$ cat config.mk
export PLATFORM = sky130hd
export DESIGN_NAME = pifs_ram
export DESIGN_NICKNAME = d
export VERILOG_FILES = /design/src/rtl/pifs_ram.sv
export SDC_FILE = /design/constraint.sdc
export NUM_CORES = 2
export LEC_CHECK = 0
export ABC_AREA = 1
export CAP_MARGIN = 20
export CELL_PAD_IN_SITES_DETAIL_PLACEMENT = 0
export CELL_PAD_IN_SITES_GLOBAL_PLACEMENT = 1
export CORE_MARGIN = 3
export CORE_UTILIZATION = 26
export DETAILED_ROUTE_END_ITERATION = 8
export DONT_BUFFER_PORTS = 1
export PLACE_DENSITY = 0.46
export SYNTH_ARGS = -nofsm -noshare
export SYNTH_HDL_FRONTEND = slang
export SYNTH_SLANG_ARGS = --single-unit
export TNS_END_PERCENT = 5
$ cat constraint.sdc
create_clock -name clock -period 3.85 [get_ports clock]
set_input_delay 0.385 -clock clock [delete_from_list [all_inputs] [get_ports clock]]
set_output_delay 0.385 -clock clock [all_outputs]
set_load 0.03 [all_outputs]
$ cat src/rtl/pifs_ram.sv
`timescale 1ns / 1ps

module pifs_ram #(
   parameter int WIDTH = 8,
   parameter int DEPTH = 256
) (
   input  logic                                      clock,
   input  logic                                      wr_en,
   input  logic [((DEPTH > 1) ? $clog2(DEPTH) : 1)-1:0] wr_addr,
   input  logic [WIDTH-1:0]                          wr_data,
   input  logic                                      rd_en,
   input  logic [((DEPTH > 1) ? $clog2(DEPTH) : 1)-1:0] rd_addr,
   output logic [WIDTH-1:0]                          rd_data
);

   logic [WIDTH-1:0] mem_ff [DEPTH];
   logic [WIDTH-1:0] rd_data_ff;

   always_ff @(posedge clock) begin
      if (wr_en) begin
         mem_ff[wr_addr] <= wr_data;
      end
      if (rd_en) begin
         rd_data_ff <= mem_ff[rd_addr];
      end
   end

   assign rd_data = rd_data_ff;

endmodule

=== After elaboration in Yosys (flattened, before gate mapping) ===
Memory sizes are Yosys's and may differ from the RTL's. A register that Yosys moved wholly into a read port is not among the register bits.
Cells that the tools add are included.

* Latch bits: 0
* Memory bits (writable): 2048
* Bits in registers: 0
* Bits in read-only memories: 0
* Memories: 1

* Reductions and logical operators: 0
* Muxes and demuxes: 2
* Bitwise operators: 0
* Shift operators: 0
* $lt $le $gt $ge: 0
* Add/subtract/negate cells: 0
* Equality and inequality tests: 0
* Div/mod/pow operators: 0
* Multipliers: 0

{| class="wikitable"
|+ Memories
! name !! depth !! bits a word !! read ports !! clocked after Yosys merged registers in !! wr ports !! RTL line !! source
|-
| mem_ff || 256 || 8 || 1 || 1 || 1 || 16 || <nowiki>logic [WIDTH-1:0] mem_ff [DEPTH];</nowiki>
|}

{| class="wikitable"
|+ Operators by type and width
! kind !! count
|-
| $mux 1 || 2
|}

=== Longest topological paths before layout ===
* Word-level depth: 2
* Gate-level depth with buffers: 15
* Gate-level depth less buffers: 11

=== Least setup slack after synthesis ===
OpenSTA, ideal clock, no wires.

* Kind: input to register
* Start point: input wr_en
* End point: memory mem_ff[162][0], enable pin
* Library setup time: 370 ps
* Arrival: 1506 ps
* Buffers on the path: 2
* Data required time: 3480 ps
* Stages on the path: 4
* Slack: 1974 ps
* Cell sequence: clkbuf_1 -> nand3_1 -> clkbuf_1 -> nor2_1

* Cells in the longest elaborated chain, start to end: 2

{| class="wikitable"
|+ Ends and longest elaborated chain
! what !! RTL line !! source
|-
| from (decl) || 8 || <nowiki>input logic wr_en,</nowiki>
|-
| $mux 1 || 20 || <nowiki>if (wr_en) begin</nowiki>
|-
| $mux 1 (implied by the code) || 21 || <nowiki>mem_ff[wr_addr] <= wr_data;</nowiki>
|-
| to (decl) || 16 ||
|}

Every way passes these cells.

==> flow_metrics.env <==
export IMPL_track_usage=0.168
export IMPL_dieWidth_um=573
export IMPL_critPathRequiredTime_ps=4600
export IMPL_floorplan_initialDensity=0.262
export IMPL_maxCapViolations=0
export IMPL_critPathCaptureType="register"
export IMPL_path_max_fanout=208
export IMPL_cts_tree="done"
export IMPL_ys_ff_latch=2056
export IMPL_hold_class="primary input to register"
export IMPL_layout_commonest_cell="nand2_1"
export IMPL_wl_per_cell_um=24.3
export IMPL_regArea_um2=61700
export IMPL_core_um2=319000
export IMPL_grt_first_pass_wirelength_um=404000
export IMPL_dp_cells=11128
export IMPL_ir_worst_vdd_v=0.000326
export IMPL_fin_area_um2=97000
export IMPL_power_total_w=0.0480
export IMPL_hold_slack_ps=13.5
export IMPL_p_leak_nw=33.1
export IMPL_io_buffers=0
export IMPL_period_share=0.911
export IMPL_critPathLaunchType="primary input"
export IMPL_final_cell_mix="nand2_1, edfxtp_1, nand3_1, buf_4, nor2_1"
export IMPL_multi_input_area_um2=19200
export IMPL_cts_root_buffer="clkbuf_16"
export IMPL_num_vias=53896
export IMPL_r2r_slack_ps=1230
export IMPL_post_cts_setup_buffer_count=0
export IMPL_whs_endpoint="mem_ff[183][6]"
export IMPL_final_setup_tns_ps=0
export IMPL_cts_htree_levels=4
export IMPL_place_area_um2=89400
export IMPL_cts_resized=0
export IMPL_finalCriticalPeriod_ps=3510
export IMPL_drc=0
export IMPL_powerDensity_nw_per_um2=495
export IMPL_finalSetupViolations=0
export IMPL_drive_above_1_share=0.0897
export IMPL_crit_type="primary input to register"
export IMPL_syn_inst=7003
export IMPL_path_clk_slew_ps=60
export IMPL_avgSynthCellArea_um2=11.9
export IMPL_dpl_hpwl_um=145000
export IMPL_r2r_worst_path_cells=11
export IMPL_critPathArrivalTime_ps=4260
export IMPL_status="finished, final reports clean"
export IMPL_vias_per_cell=4.65
export IMPL_synthesis_nets=7030
export IMPL_clock_latency_ps=890
export IMPL_synth_seq_area_share=0.740
export IMPL_slew_headroom=0.0412
export IMPL_fin_skew_ps=61.9
export IMPL_wl_um=282000
export IMPL_finalNonFillerCells=11581
export IMPL_worstHoldStart="wr_data[6]"
export IMPL_gp_congestion=0.763
export IMPL_crit_reg2reg_launch="mem_ff[183][4]"
export IMPL_cts_buffers=234
export IMPL_layout_nets=7145
export IMPL_rsz0062_at_grt="false"
export IMPL_die_h_um=573
export IMPL_r2r_end="rd_data[4]"
export IMPL_ios=35
export IMPL_dr_pass1_iters=5
export IMPL_maxSlewViolCount=0
export IMPL_synth_distinct_cells=13
export IMPL_yosysWarningCount=0
export IMPL_grt_max_degree=1026
export IMPL_hold_viol=0
export IMPL_syn_to_final_growth_pct=16.2
export IMPL_die_area_um2=328000
export IMPL_num_rows=207
export IMPL_grt_pass1_vias=53306
export IMPL_cts_buffer_depth=4
export IMPL_ant_nets=0
export IMPL_worst_slew_pin_slew_ps=1440
export IMPL_clock_sink_count=2056
export IMPL_n_fill_cell=32271
export IMPL_drt_iter0_drc=4080
export IMPL_antenna_found_initial=18
export IMPL_globalRouteOverflowTotal=0
export IMPL_syn_area_um2=83500
export IMPL_holdPathStages=1
export IMPL_fmax_mhz=285
[worst max path at each step]
stage,start,endpoint,slack [ps],depth (start not counted)
finish,rd_addr[0],rd_data[3],340,13
global route,rd_addr[0],rd_data[3],220,13
CTS,rd_addr[0],rd_data[4],950,14
detailed placement,rd_addr[0],rd_data[3],290,14
global placement,rd_addr[0],rd_data[3],230,14
floorplan,wr_en,mem_ff[162][0],1970,4
[cells by family after synthesis]
logic type	count (synthesis)	synth area share
AND/OR/NAND/NOR	4425	0.229
buffers and inverters	522	0.0312
flip-flops	2056	0.740
[power by group]
part	switching [W]	internal (W)	leakage, nW
clock	0.00904	0.0114	3.33
sequential	0.0000412	0.0247	18.5
combinational	0.00205	0.000718	11.3
total	0.0111	0.0368	33.1
[metrics by stage]
step | setup slack (ps) | util
final | 343 | 0.304
after global routing | 220 | 0.304
after CTS | 952 | 0.303
after detailed placement | 293 | 0.280
after global placement | 226 | 0.280
after floorplan | 1970 | -
[flip-flops by register name, indices dropped and copies added, names as in the netlist]
name,count
rd_data,8
mem_ff,2048
[per-layer routing]
| metal | vias to the layer above | wire length, um | part of all wire | GRT usage |
|---|---|---|---|---|
| met3 | 340 | 10300 | 0.036 | 0.0192 |
| met4 | 2 | 6370 | 0.023 | 0.0409 |
| met2 | 1023 | 136000 | 0.48 | 0.283 |
| met5 | - | 13 | 0.000046 | 0 |
| li1 | 25107 | - | - | - |
| met1 | 27424 | 129000 | 0.46 | 0.232 |
[cell usage after synthesis, drive strengths merged]
master / number / area, um2
inv: 39 / 149
nand2: 2123 / 7970
nand3: 2019 / 10100
buf: 371 / 2030
nor2: 283 / 1060
clkbuf: 112 / 420
edfxtp: 2056 / 61700
[what timing repair did]
action | 4_1_cts | 5_1_grt
setup endpoints to repair | 0 | 4
hold buffers | 24 | 3
endpoints found under the hold margin | 1897 | 59
[critical path, cell delays in order]
cell	delay (ps)
buf_16	660
buf_16	640
buf_16	420
nand2_1	90
nand3_1	130
nand3_1	130
nand3_1	120
nand3_1	150
nand3_1	230
nand3_1	270
nand2_1	230
nand2_1	240
nand2_1	140
[cell type report]
type / instances / share of cell area
multi-input combinational: 4425 / 0.198
clock buffer: 288 / 0.0631
timing repair buffer: 362 / 0.0381
antenna: 7 / 0.000181
tap: 4284 / 0.0553
clock inverter: 120 / 0.00697
inverter: 39 / 0.00188
sequential: 2056 / 0.637
(Power assumes the default switching activity.)
